==> src/sv/tea_pkg.sv <==
`default_nettype none

package tea_pkg;

  // Round count limit and the derived width of the round counter.
  localparam int unsigned MAX_ROUNDS = 64;
  localparam int unsigned RND_W      = $clog2(MAX_ROUNDS + 1);

  // Field widths fixed by the register and stream formats.
  localparam int unsigned WORD_W   = 32;
  localparam int unsigned ROUND_W  = 7;
  localparam int unsigned CFG_IDX_W = 3;

  localparam logic [WORD_W-1:0] TEA_DELTA = 32'h9E37_79B9;

  // Configuration register indexes.
  localparam logic [CFG_IDX_W-1:0] CFG_KEY_A     = 3'd0;
  localparam logic [CFG_IDX_W-1:0] CFG_KEY_B     = 3'd1;
  localparam logic [CFG_IDX_W-1:0] CFG_KEY_C     = 3'd2;
  localparam logic [CFG_IDX_W-1:0] CFG_KEY_D     = 3'd3;
  localparam logic [CFG_IDX_W-1:0] CFG_ROUNDS    = 3'd4;
  localparam logic [CFG_IDX_W-1:0] CFG_BYTE_SWAP = 3'd5;

  localparam logic [ROUND_W-1:0] ROUNDS_RESET = 7'd32;

  typedef enum logic [1:0] {
    ST_IDLE,
    ST_RUN,
    ST_FINISH
  } ctrl_state_e;

  // Commands from the controller to the datapath.
  typedef struct packed {
    logic load;     // take a new block and start the round sequence
    logic step;     // run one half-round
    logic capture;  // copy the finished block into the output register
  } dp_cmd_t;

  // Status from the datapath to the controller.
  typedef struct packed {
    logic rounds_zero;
  } dp_status_t;

  function automatic logic [WORD_W-1:0] byte_rev(input logic [WORD_W-1:0] w);
    byte_rev = {w[7:0], w[15:8], w[23:16], w[31:24]};
  endfunction

  // TEA round function: ((x << 4) + k0) ^ (x + s) ^ ((x >> 5) + k1).
  function automatic logic [WORD_W-1:0] tea_mix(input logic [WORD_W-1:0] x,
                                                input logic [WORD_W-1:0] k0,
                                                input logic [WORD_W-1:0] k1,
                                                input logic [WORD_W-1:0] s);
    tea_mix = ((x << 4) + k0) ^ (x + s) ^ ((x >> 5) + k1);
  endfunction

endpackage

`default_nettype wire

==> src/sv/tea_ctrl.sv <==
`default_nettype none

module tea_ctrl (
  input  wire                  clk_i,
  input  wire                  rst_ni,
  input  wire                  in_valid_i,
  output logic                 in_ready_o,
  output logic                 out_valid_o,
  input  wire                  out_ready_i,
  input  wire tea_pkg::dp_status_t status_i,
  output tea_pkg::dp_cmd_t     cmd_o
);

  tea_pkg::ctrl_state_e state_q, state_d;
  logic out_valid_q, out_valid_d;
  logic out_free;

  assign out_free    = !out_valid_q || out_ready_i;
  assign out_valid_o = out_valid_q;

  always_ff @(posedge clk_i or negedge rst_ni) begin
    if (!rst_ni) begin
      state_q     <= tea_pkg::ST_IDLE;
      out_valid_q <= 1'b0;
    end else begin
      state_q     <= state_d;
      out_valid_q <= out_valid_d;
    end
  end

  always_comb begin
    state_d     = state_q;
    in_ready_o  = 1'b0;
    cmd_o       = '0;
    out_valid_d = out_valid_q && !out_ready_i;
    case (state_q)
      tea_pkg::ST_IDLE: begin
        in_ready_o = 1'b1;
        if (in_valid_i) begin
          cmd_o.load = 1'b1;
          state_d    = tea_pkg::ST_RUN;
        end
      end
      tea_pkg::ST_RUN: begin
        if (status_i.rounds_zero) begin
          state_d = tea_pkg::ST_FINISH;
        end else begin
          cmd_o.step = 1'b1;
        end
      end
      tea_pkg::ST_FINISH: begin
        // Hand the block over once the output register is free.
        if (out_free) begin
          cmd_o.capture = 1'b1;
          out_valid_d   = 1'b1;
          state_d       = tea_pkg::ST_IDLE;
        end
      end
      default: begin
        state_d = tea_pkg::ST_IDLE;
      end
    endcase
  end

endmodule

`default_nettype wire

==> src/sv/tea_datapath.sv <==
`default_nettype none

module tea_datapath (
  input  wire                                  clk_i,
  input  wire                                  rst_ni,
  input  wire                                  cfg_we_i,
  input  wire  [tea_pkg::CFG_IDX_W-1:0]        cfg_idx_i,
  input  wire  [tea_pkg::WORD_W-1:0]           cfg_data_i,
  input  wire                                  kind_i,
  input  wire  [tea_pkg::WORD_W-1:0]           word_left_i,
  input  wire  [tea_pkg::WORD_W-1:0]           word_right_i,
  input  wire tea_pkg::dp_cmd_t                cmd_i,
  output tea_pkg::dp_status_t                  status_o,
  output logic [tea_pkg::WORD_W-1:0]           result_left_o,
  output logic [tea_pkg::WORD_W-1:0]           result_right_o
);

  // Configuration registers.
  logic [tea_pkg::WORD_W-1:0]  key_a_q, key_b_q, key_c_q, key_d_q;
  logic [tea_pkg::ROUND_W-1:0] rounds_cfg_q;
  logic                        swap_q;

  // Working state.
  logic [tea_pkg::WORD_W-1:0]  y_q, y_d, z_q, z_d, sum_q, sum_d;
  logic [tea_pkg::RND_W-1:0]   rounds_q, rounds_d;
  logic                        phase_q, phase_d;
  logic                        dec_q, dec_d;
  logic [tea_pkg::WORD_W-1:0]  res_l_q, res_r_q;

  logic [tea_pkg::WORD_W-1:0]  key_a, key_b, key_c, key_d;
  logic [tea_pkg::WORD_W-1:0]  in_l, in_r;
  logic [tea_pkg::ROUND_W-1:0] n_sat;
  logic                        x_is_z;
  logic [tea_pkg::WORD_W-1:0]  mix_x, mix_k0, mix_k1, mix_f, tgt, tgt_new;

  always_ff @(posedge clk_i or negedge rst_ni) begin
    if (!rst_ni) begin
      key_a_q      <= '0;
      key_b_q      <= '0;
      key_c_q      <= '0;
      key_d_q      <= '0;
      rounds_cfg_q <= tea_pkg::ROUNDS_RESET;
      swap_q       <= 1'b0;
    end else if (cfg_we_i) begin
      case (cfg_idx_i)
        tea_pkg::CFG_KEY_A:     key_a_q      <= cfg_data_i;
        tea_pkg::CFG_KEY_B:     key_b_q      <= cfg_data_i;
        tea_pkg::CFG_KEY_C:     key_c_q      <= cfg_data_i;
        tea_pkg::CFG_KEY_D:     key_d_q      <= cfg_data_i;
        tea_pkg::CFG_ROUNDS:    rounds_cfg_q <= cfg_data_i[tea_pkg::ROUND_W-1:0];
        tea_pkg::CFG_BYTE_SWAP: swap_q       <= cfg_data_i[0];
        default: ;
      endcase
    end
  end

  assign key_a = swap_q ? tea_pkg::byte_rev(key_a_q) : key_a_q;
  assign key_b = swap_q ? tea_pkg::byte_rev(key_b_q) : key_b_q;
  assign key_c = swap_q ? tea_pkg::byte_rev(key_c_q) : key_c_q;
  assign key_d = swap_q ? tea_pkg::byte_rev(key_d_q) : key_d_q;
  assign in_l  = swap_q ? tea_pkg::byte_rev(word_left_i) : word_left_i;
  assign in_r  = swap_q ? tea_pkg::byte_rev(word_right_i) : word_right_i;

  assign n_sat = (rounds_cfg_q > tea_pkg::ROUND_W'(tea_pkg::MAX_ROUNDS))
               ? tea_pkg::ROUND_W'(tea_pkg::MAX_ROUNDS) : rounds_cfg_q;

  // Encryption updates y then z; decryption updates z then y. The mix input
  // is the word that is not being updated, and keys a/b go with input z.
  assign x_is_z  = dec_q ? phase_q : !phase_q;
  assign mix_x   = x_is_z ? z_q : y_q;
  assign tgt     = x_is_z ? y_q : z_q;
  assign mix_k0  = x_is_z ? key_a : key_c;
  assign mix_k1  = x_is_z ? key_b : key_d;
  assign mix_f   = tea_pkg::tea_mix(mix_x, mix_k0, mix_k1, sum_q);
  assign tgt_new = dec_q ? (tgt - mix_f) : (tgt + mix_f);

  always_comb begin
    y_d      = y_q;
    z_d      = z_q;
    sum_d    = sum_q;
    rounds_d = rounds_q;
    phase_d  = phase_q;
    dec_d    = dec_q;
    if (cmd_i.load) begin
      y_d      = in_l;
      z_d      = in_r;
      dec_d    = kind_i;
      rounds_d = tea_pkg::RND_W'(n_sat);
      phase_d  = 1'b0;
      // Encryption runs with sum already advanced by one delta; decryption
      // starts at delta times the round count.
      sum_d    = kind_i ? (tea_pkg::TEA_DELTA * tea_pkg::WORD_W'(n_sat))
                        : tea_pkg::TEA_DELTA;
    end else if (cmd_i.step) begin
      if (x_is_z) begin
        y_d = tgt_new;
      end else begin
        z_d = tgt_new;
      end
      phase_d = !phase_q;
      if (phase_q) begin
        rounds_d = rounds_q - tea_pkg::RND_W'(1);
        sum_d    = dec_q ? (sum_q - tea_pkg::TEA_DELTA) : (sum_q + tea_pkg::TEA_DELTA);
      end
    end
  end

  always_ff @(posedge clk_i or negedge rst_ni) begin
    if (!rst_ni) begin
      rounds_q <= '0;
      phase_q  <= 1'b0;
      dec_q    <= 1'b0;
    end else begin
      rounds_q <= rounds_d;
      phase_q  <= phase_d;
      dec_q    <= dec_d;
    end
  end

  always_ff @(posedge clk_i) begin
    y_q   <= y_d;
    z_q   <= z_d;
    sum_q <= sum_d;
    if (cmd_i.capture) begin
      res_l_q <= swap_q ? tea_pkg::byte_rev(y_q) : y_q;
      res_r_q <= swap_q ? tea_pkg::byte_rev(z_q) : z_q;
    end
  end

  assign status_o.rounds_zero = (rounds_q == '0);
  assign result_left_o        = res_l_q;
  assign result_right_o       = res_r_q;

endmodule

`default_nettype wire

==> src/sv/tea_block_cipher_unit.sv <==
`default_nettype none

// Channel     Direction  Handshake                      Payload
// s_axis      in         s_axis_tvalid_i/tready_o       tdata: word_left, word_right;
//                                                       tuser: kind
// m_axis      out        m_axis_tvalid_o/tready_i       tdata: result_left, result_right
// cfg         in         cfg_we_i (no wait)             cfg_idx_i, cfg_data_i
//
// A block runs N rounds of two half-rounds each, where N is the configured
// round count saturated at MAX_ROUNDS. The rounds run on the shared TEA mix
// unit, which runs one half-round per clock. The next input transfer is
// taken only once the previous block has gone into the output register.
// Reset is asynchronous and active low; it restores the register defaults
// (zero key, 32 rounds, no byte swap) and leaves the block idle.
// The result waits in an output register, so a new block is taken while the
// previous result still waits for its transfer; a finished block stalls
// until that register is free.

module tea_block_cipher_unit (
  input  wire                                clk_i,
  input  wire                                rst_ni,
  // Configuration write port.
  input  wire                                cfg_we_i,
  input  wire  [tea_pkg::CFG_IDX_W-1:0]      cfg_idx_i,
  input  wire  [tea_pkg::WORD_W-1:0]         cfg_data_i,
  // Input stream.
  input  wire                                s_axis_tvalid_i,
  output logic                               s_axis_tready_o,
  input  wire  [2*tea_pkg::WORD_W-1:0]       s_axis_tdata_i,  // [31:0] word_left, [63:32] word_right
  input  wire                                s_axis_tuser_i,  // [0] kind: 0 encrypt, 1 decrypt
  // Output stream.
  output logic                               m_axis_tvalid_o,
  input  wire                                m_axis_tready_i,
  output logic [2*tea_pkg::WORD_W-1:0]       m_axis_tdata_o   // [31:0] result_left, [63:32] result_right
);

  tea_pkg::dp_cmd_t    cmd;
  tea_pkg::dp_status_t status;
  logic [tea_pkg::WORD_W-1:0] res_l, res_r;

  // The controller sequences load, the half-round steps and the hand-over
  // into the output register.
  tea_ctrl u_ctrl (
    .clk_i       (clk_i),
    .rst_ni      (rst_ni),
    .in_valid_i  (s_axis_tvalid_i),
    .in_ready_o  (s_axis_tready_o),
    .out_valid_o (m_axis_tvalid_o),
    .out_ready_i (m_axis_tready_i),
    .status_i    (status),
    .cmd_o       (cmd)
  );

  // The datapath holds the configuration registers, the working halves, the
  // round sum and counter, and the output register.
  tea_datapath u_datapath (
    .clk_i          (clk_i),
    .rst_ni         (rst_ni),
    .cfg_we_i       (cfg_we_i),
    .cfg_idx_i      (cfg_idx_i),
    .cfg_data_i     (cfg_data_i),
    .kind_i         (s_axis_tuser_i),
    .word_left_i    (s_axis_tdata_i[tea_pkg::WORD_W-1:0]),
    .word_right_i   (s_axis_tdata_i[2*tea_pkg::WORD_W-1:tea_pkg::WORD_W]),
    .cmd_i          (cmd),
    .status_o       (status),
    .result_left_o  (res_l),
    .result_right_o (res_r)
  );

  assign m_axis_tdata_o = {res_r, res_l};

endmodule

`default_nettype wire

==> config.mk <==
export PLATFORM = sky130hd
export DESIGN_NAME = tea_block_cipher_unit
export DESIGN_NICKNAME = d
export VERILOG_FILES = /design/src/sv/tea_pkg.sv /design/src/sv/tea_ctrl.sv /design/src/sv/tea_datapath.sv /design/src/sv/tea_block_cipher_unit.sv
export SDC_FILE = /design/constraint.sdc
export NUM_CORES = 1
export LEC_CHECK = 0
export BUFFER_PORTS_ARGS = -buffer_cell sky130_fd_sc_hd__buf_2
export CORE_MARGIN = 2
export CORE_UTILIZATION = 55
export CTS_BUF_LIST = sky130_fd_sc_hd__clkbuf_8
export CTS_CLUSTER_SIZE = 12
export DETAILED_ROUTE_END_ITERATION = 7
export HOLD_SLACK_MARGIN = 0.06
export MAX_ROUTING_LAYER = met4
export PLACE_DENSITY = 0.73
export SLEW_MARGIN = 20
export SYNTH_ARGS = -nofsm -noshare
export SYNTH_HDL_FRONTEND = slang
export SYNTH_HIERARCHICAL = 1
export SYNTH_SLANG_ARGS = --single-unit
==> constraint.sdc <==
create_clock -name clk_i -period 11.7 [get_ports clk_i]
set_input_delay 1.755 -clock clk_i [delete_from_list [all_inputs] [get_ports clk_i]]
set_output_delay 1.755 -clock clk_i [all_outputs]
set_load 0.01 [all_outputs]
Yosys cells after proc, flatten, opt, wreduce, memory -nomap -nowiden. Cells that the tools add are included. Widths: inputs -> output; s select.

Register bits: 308. Output and inout port bits: 66.

$lt $le $gt $ge: 1. Equality and inequality tests: 11. Multiply operators: 1. Reductions and logical operators: 21. Bitwise logic cells: 2. Muxes and demuxes: 44. Add/subtract/negate cells: 8.

Operators with widths (number): $mux 32 (24); $add 32x32->32 (3); $xor 32x32->32 (2); $add 27x32->32 (1); $add 32x32->32 const B (1); $mul 32x7->32 const A (1); $sub 32x32->32 (1); $sub 32x32->32 const B (1); $mux 7 (4); $reduce_and 2->1 (9); $mux 1 (12); $gt 7x7->1 const B (1); $logic_not 7->1 (1); $sub 7x1->7 const B (1); $eq 3x2->1 const B (2); $eq 3x3->1 const B (2); $mux 2 (3); $ne 2x2->1 const B (3); $pmux 2 s3 (1); $reduce_bool 2->1 (3); $eq 3x1->1 const B (1); $logic_not 1->1 (3); $logic_not 3->1 (1); $reduce_and 3->1 (1); 6 further kinds (6).

Logic depth before layout (Yosys ltp).
Word-level depth: 11. Depth in mapped cells: 38. Mapped depth without buffers: 31.

Cells and area by module. Netlist, hierarchy kept.

By module, submodules not included: tea_datapath (instances 1, area an instance 26560.5 um^2, cells an instance 2662, seq. area each 8434.3 um^2); tea_ctrl (instances 1, area an instance 145.1 um^2, cells an instance 15, seq. area each 75.1 um^2).

Worst setup path before layout. OpenSTA, ideal clock, no wires.

Kind: flip-flop to flip-flop. Start: register u_datapath.dec_q. End: register u_datapath/y_q[31] in the netlist's numbering (data pin). Data required time: 11.430 ns. Slack: 2.934 ns. Arrival time: 8.496 ns. Cell stages (with the launch flop): 39. Path buffers: 7. Path through: dfrtp_1 > buf_6 > xnor2_4 > buf_6 > clkbuf_1 > clkbuf_1 > clkbuf_1 > buf_1 > clkbuf_1 > nand2_1 > nand2_1 > ha_1 > inv_1 > fa_1 > nor2b_1 > o211ai_1 > nand2_1 > xnor3_1 > [... 3 more ...] > nor2_1 > nand3_1 > nor2_1 > a21oi_1 > xor2_1 > ha_1 > a21o_1 > a21o_1 > a211o_1 > a21o_1 > a41oi_1 > o2111ai_1 > nand2_1 > o21ai_0 > xnor3_1 > nand2_1 > nor4_1 > nor3_1.

Word-level cells in the longest chain between the ends: 10.

Ends and longest elaborated chain: start, declared (RTL line tea_datapath.sv:27) `logic dec_q, dec_d;`; start signal, assigned (RTL line tea_datapath.sv:112) `dec_q <= 1'b0;`; start signal, assigned (RTL line tea_datapath.sv:116) `dec_q <= dec_d;`; $mux 1 (RTL line tea_datapath.sv:69) `assign x_is_z = dec_q ? phase_q : !phase_q;`; $mux 32, on equally long branches (RTL line tea_datapath.sv:72, tea_datapath.sv:70); $add 32x32->32 (RTL line tea_pkg.sv:53) `tea_mix = ((x << 4) + k0) ^ (x + s) ^ ((x >> 5) + k1);`; $xor 32x32->32 (2 in a row) (RTL line tea_pkg.sv:53); $add 32x32->32 / $sub 32x32->32 (equally long branches) (RTL line tea_datapath.sv:75) `assign tgt_new = dec_q ? (tgt - mix_f) : (tgt + mix_f);`; $mux 32 (*) (RTL line tea_datapath.sv:75); $mux 32 (*) (RTL line tea_datapath.sv:95) `if (x_is_z) begin`; $mux 32 (*) (RTL line tea_datapath.sv:94) `end else if (cmd_i.step) begin`; $mux 32 (*) (RTL line tea_datapath.sv:84) `if (cmd_i.load) begin`; named net u_datapath.y_d, one bit (RTL line tea_datapath.sv:24) `logic [tea_pkg::WORD_W-1:0] y_q, y_d, z_q, z_d, sum_q, sum_d;`; end signal, assigned (RTL line tea_datapath.sv:121) `y_q <= y_d;`; end, declared (RTL line tea_datapath.sv:24).

Mark *: on every way through the listed nets, which the timed path passes. The rest lies on a longest branch. The select of a mux whose other input is x is not followed. A chain may end at the register's enable or synchronous reset.

Final worst setup path.
Start: register u_datapath.phase_q. End: register u_datapath/y_q[31] in the netlist's numbering (data pin).

Word-level cells in the longest chain between the ends: 11.

Ends and longest elaborated chain: start, declared (RTL line tea_datapath.sv:26) `logic phase_q, phase_d;`; start signal, assigned (RTL line tea_datapath.sv:115) `phase_q <= phase_d;`; $logic_not 1->1 (RTL line tea_datapath.sv:69); $mux 1 (*) (RTL line tea_datapath.sv:69); $mux 32, on equally long branches (RTL line tea_datapath.sv:72, tea_datapath.sv:70); $add 32x32->32 (RTL line tea_pkg.sv:53); $xor 32x32->32 (2 in a row) (RTL line tea_pkg.sv:53); $add 32x32->32 / $sub 32x32->32 (equally long branches) (RTL line tea_datapath.sv:75); $mux 32 (*) (RTL line tea_datapath.sv:75); $mux 32 (*) (RTL line tea_datapath.sv:95); $mux 32 (*) (RTL line tea_datapath.sv:94); $mux 32 (*) (RTL line tea_datapath.sv:84); named net u_datapath.y_d, one bit (RTL line tea_datapath.sv:24).

Marked as above.

==> metrics.sh <==
DESIGN.PORTCOUNT=171
POST_CTS_RESIZED=0
CLOCK_SKEW_NS=0.02788
NUMCTSBUFFERS=52
PLACE.GP.CONGESTION=1.052
GRT.MET3_USAGE_PCT=3.370
CP_NUM_BUF_INV=3
POST_CTS.REPAIR.SETUP_BUFFERS=0
REGTOREGSETUPSLACK_NS=2.94
PLACEMENT.IO_BUFFERS=170
YOSYS_MOST_USED_DFF='sky130_fd_sc_hd__edfxtp_1'
MAX_SLEW_MARGIN_PCT=22.88
WORST_SETUP_PATH_END_KIND='flop'
NUM_VIAS=21370
YOSYSWARNINGCOUNT=6
EFFECTIVE_UTILIZATION_AT_FLOORPLAN_PCT=55.82
SETUP_VIOLATIONS=0
CRITPATHSLOWESTCELL='sky130_fd_sc_hd__nor2_1'
TIMING.CRITICAL_PATH.FANOUT_MAX=28
OUTCOME='completed'
SYNTH.LIB_CELLS_USED.DISTINCT=91
REPORT.FINAL.HOLD_VIOL_COUNT=0
CLK_PIN_SLEW_WORST_PATHS_NS=0.06
CRITPATHARRIVALTIME_NS=9.12
LAYOUT.CORE_UTILIZATION_PCT=61.01
VIA_PER_INST=6.142
GRT_MAX_DEGREE=130
DRT-INITIAL-DRC-COUNT=1752
FP-ROW-COUNT=80
HOLDBUFCOUNTCTS=0
HOLD_SLACK_NS=0.4844
FINAL_NET_COUNT=3195
MAX_FREQ_MHz=114.1
LAYOUT.CELLS.MOST_COMMON='sky130_fd_sc_hd__nand2_1'
CRITICAL-PATH-TOP-CELL-BY-COUNT='sky130_fd_sc_hd__a21o_1'
REQUIRED_NS=12.06
HOLD_CLASS='flop to flop'
GLOBAL_ROUTE.USAGE.MET2_PCT=53.15
LAYOUT-AREA-OVERHEAD-VS-SYNTH_PCT=9.309
LAYOUT.CELLS.MOST_COMMON_LIST='sky130_fd_sc_hd__nand2_1, sky130_fd_sc_hd__ha_1, sky130_fd_sc_hd__mux2_2, sky130_fd_sc_hd__a21oi_1, sky130_fd_sc_hd__xnor2_1'
FIN_SETUP_TNS_NS=0
WORST_SLEW_PIN_SLEW_NS=1.147
CTS_MAX_LEVEL=2
LAYOUT-DRIVE-GT1-SHARE_PCT=18.69
DIE_Y_UM=224.4
SYN_AVG_CELL_AREA_UM2=9.976
FINALCRITPERIODSHARE_PCT=74.88
PLACEDINSTANCEAREA_MM2=0.02816
YOSYSSEQAREASHARE_PCT=31.86
TIMING.SETUP.CRITICAL_PATH_CLASS='flop to flop'
CLOCK-SINKS=308
POST_SYNTH_INSTANCE_AREA_MM2=0.02671
TIMING_MAX_TRANSITION_VIOLATIONS_FINAL=0
NUMBER_OF_ANTENNA_VIOLATIONS_AT_THE_FIRST_CHECK_IN_GLOBAL_ROUTING=2
GLOBALROUTE.BUSIESTLAYER='met2'
GLOBALROUTEMET1UTIL_PCT=40.82
GLOBALROUTETOTALUTIL_PCT=32.40
SETUP.WORST_PATH.START_CLASS='flop'
MAXCAPVIOLCOUNT=0
POSTROUTEWIRELENGTH_UM=79690
DRCVIOLATIONCOUNT=0
POSTLAYOUTCELLAREA_MM2=0.02919
CRITICAL-PATH-TOP-DELAY-FAMILY='compound AO/OA/AOI/OAI gates'
DETAILEDROUTE.FIRSTPASSITERATIONCOUNT=6
FINAL_ANTENNA_NET_COUNT=0
DELAY_CONTRIBUTED_BY_THE_SLOWEST_STAGE_OF_THE_CRITICAL_PATH_NS=0.55
WIRE_LENGTH_OF_THE_FIRST_GLOBAL_ROUTING_PASS_UM=121800
GLOBALROUTEOVERFLOWTOTAL=0
SYNTH_ENABLE_FLOP_CELLS=160
CTS_BUFFER_DEPTH=3
FIN_CRIT_NS=8.761
UNREPAIRED_SETUP_ENDPOINTS_AFTER_GLOBAL_ROUTING='no'
NFILLCELLS=4048
TRITONCTS='built'
FIRST_GLOBAL_VIAS=21330
ROOT_CELL_OF_THE_CLOCK_TREE='sky130_fd_sc_hd__clkbuf_8'
ASYNCSETRESETFLOPFRACSYNTH_PCT=48.05
SYNTH.FF_LATCH_COUNT=308
DIE_W_UM=224.4
AVGROUTEDWIREPERCELL_UM=22.91
DP_HPWL_UM=63220
SYNTH_CELLS=2677
WORSTSKEWPAIRLATENCY_NS=0.64
DESIGN.DIE.AREA_MM2=0.05034
CORE_AREA_MM2=0.04785
==> flip-flops by register name, summed over array words and instances (netlist names) <==
signal	flops
u_datapath/phase_q	1
u_datapath/result_left_o	32
u_datapath/result_right_o	32
u_datapath/swap_q	1
u_datapath/z_q	32
u_datapath/key_c_q	32
u_datapath/sum_q	32
u_datapath/y_q	32
u_datapath/key_b_q	32
u_ctrl/state_q	2
u_datapath/key_a_q	32
u_ctrl/out_valid_o	1
u_datapath/key_d_q	32
u_datapath/dec_q	1
u_datapath/rounds_q	7
u_datapath/rounds_cfg_q	7
==> cells by family after synthesis <==
group / share of synthesized area (%)
buffers and inverters: 3.261
AO/OA/AOI/OAI: 14.05
adder cells (fa/ha/maj): 13.84
flip-flops: 31.86
multiplexers: 16.37
other: 0.01404
XOR/XNOR: 9.338
AND/OR/NAND/NOR: 11.27
==> layout make-up <==
cell class	instances	area [um^2]	area share [%]
well taps	615	769.5	2.636
clock inverters	34	232.7	0.7972
flip-flops and latches	308	8514	29.17
inverters	122	457.9	1.569
clock buffers	58	798.3	2.735
diodes	2	5.005	0.01714
repair buffers	191	1027	3.519
multi-input cells	2149	17390	59.56
==> worst paths after layout <==
kind,start,to,cells after the start
setup / recovery,u_datapath/phase_q,u_datapath/y_q[31],31
hold / removal,u_ctrl/state_q[1],u_ctrl/state_q[0],1
setup reg to reg,u_datapath/phase_q,u_datapath/y_q[31],31
hold reg to reg,u_ctrl/state_q[1],u_ctrl/state_q[0],1
max in group asynchronous,rst_ni,u_datapath/key_c_q[23],2
min in group asynchronous,rst_ni,u_datapath/key_a_q[27],1
==> per-layer routing <==
metal	wire length [um]	up-vias	share of wire, %
met5	0	-	0
met4	3737	0	4.7
met3	4098	170	5.1
met2	38240	742	48
met1	33620	10420	42
li1	-	10040	-
==> metrics by stage <==
stage          cells  setup WS (ns)
6_report        3479          2.939
5_1_grt         3479          2.383
4_1_cts         3477          3.035
3_5_place_dp    3385          3.072
3_3_place_gp    3385          3.262
2_1_floorplan   2678          2.934
==> synthesized netlist by cell type (all sizes together), types with 49 or more instances <==
| library cell | instances | area share (%) |
|---|---|---|
| nand2 | 284 | 4.0 |
| ha | 217 | 10 |
| mux2 | 215 | 9.1 |
| a21oi | 202 | 3.8 |
| xnor2 | 174 | 5.8 |
| edfxtp | 160 | 18 |
| mux2i | 156 | 5.9 |
| dfrtp | 147 | 14 |
| nor2 | 144 | 2.0 |
| inv | 122 | 1.7 |
| o21ai | 82 | 1.5 |
| xor2 | 76 | 2.5 |
| a21o | 71 | 2.0 |
| clkbuf | 63 | 0.89 |
| fa | 49 | 3.7 |
==> worst reg2reg max path: cells and delay by family, from the launching register on <==
kind | cells | cell delay [ns]
AO/OA/AOI/OAI | 10 | 2.51
adder cells (fa/ha/maj) | 2 | 0.68
flip-flops | 1 | 0.53
AND/OR/NAND/NOR | 9 | 2.04
XOR/XNOR | 5 | 1.54
multiplexers | 2 | 0.53
buffers and inverters | 3 | 0.65
Power is left out: the tool's default activity adds up to more than one toggle a clock period on the data nets, which glitch-free logic cannot reach.
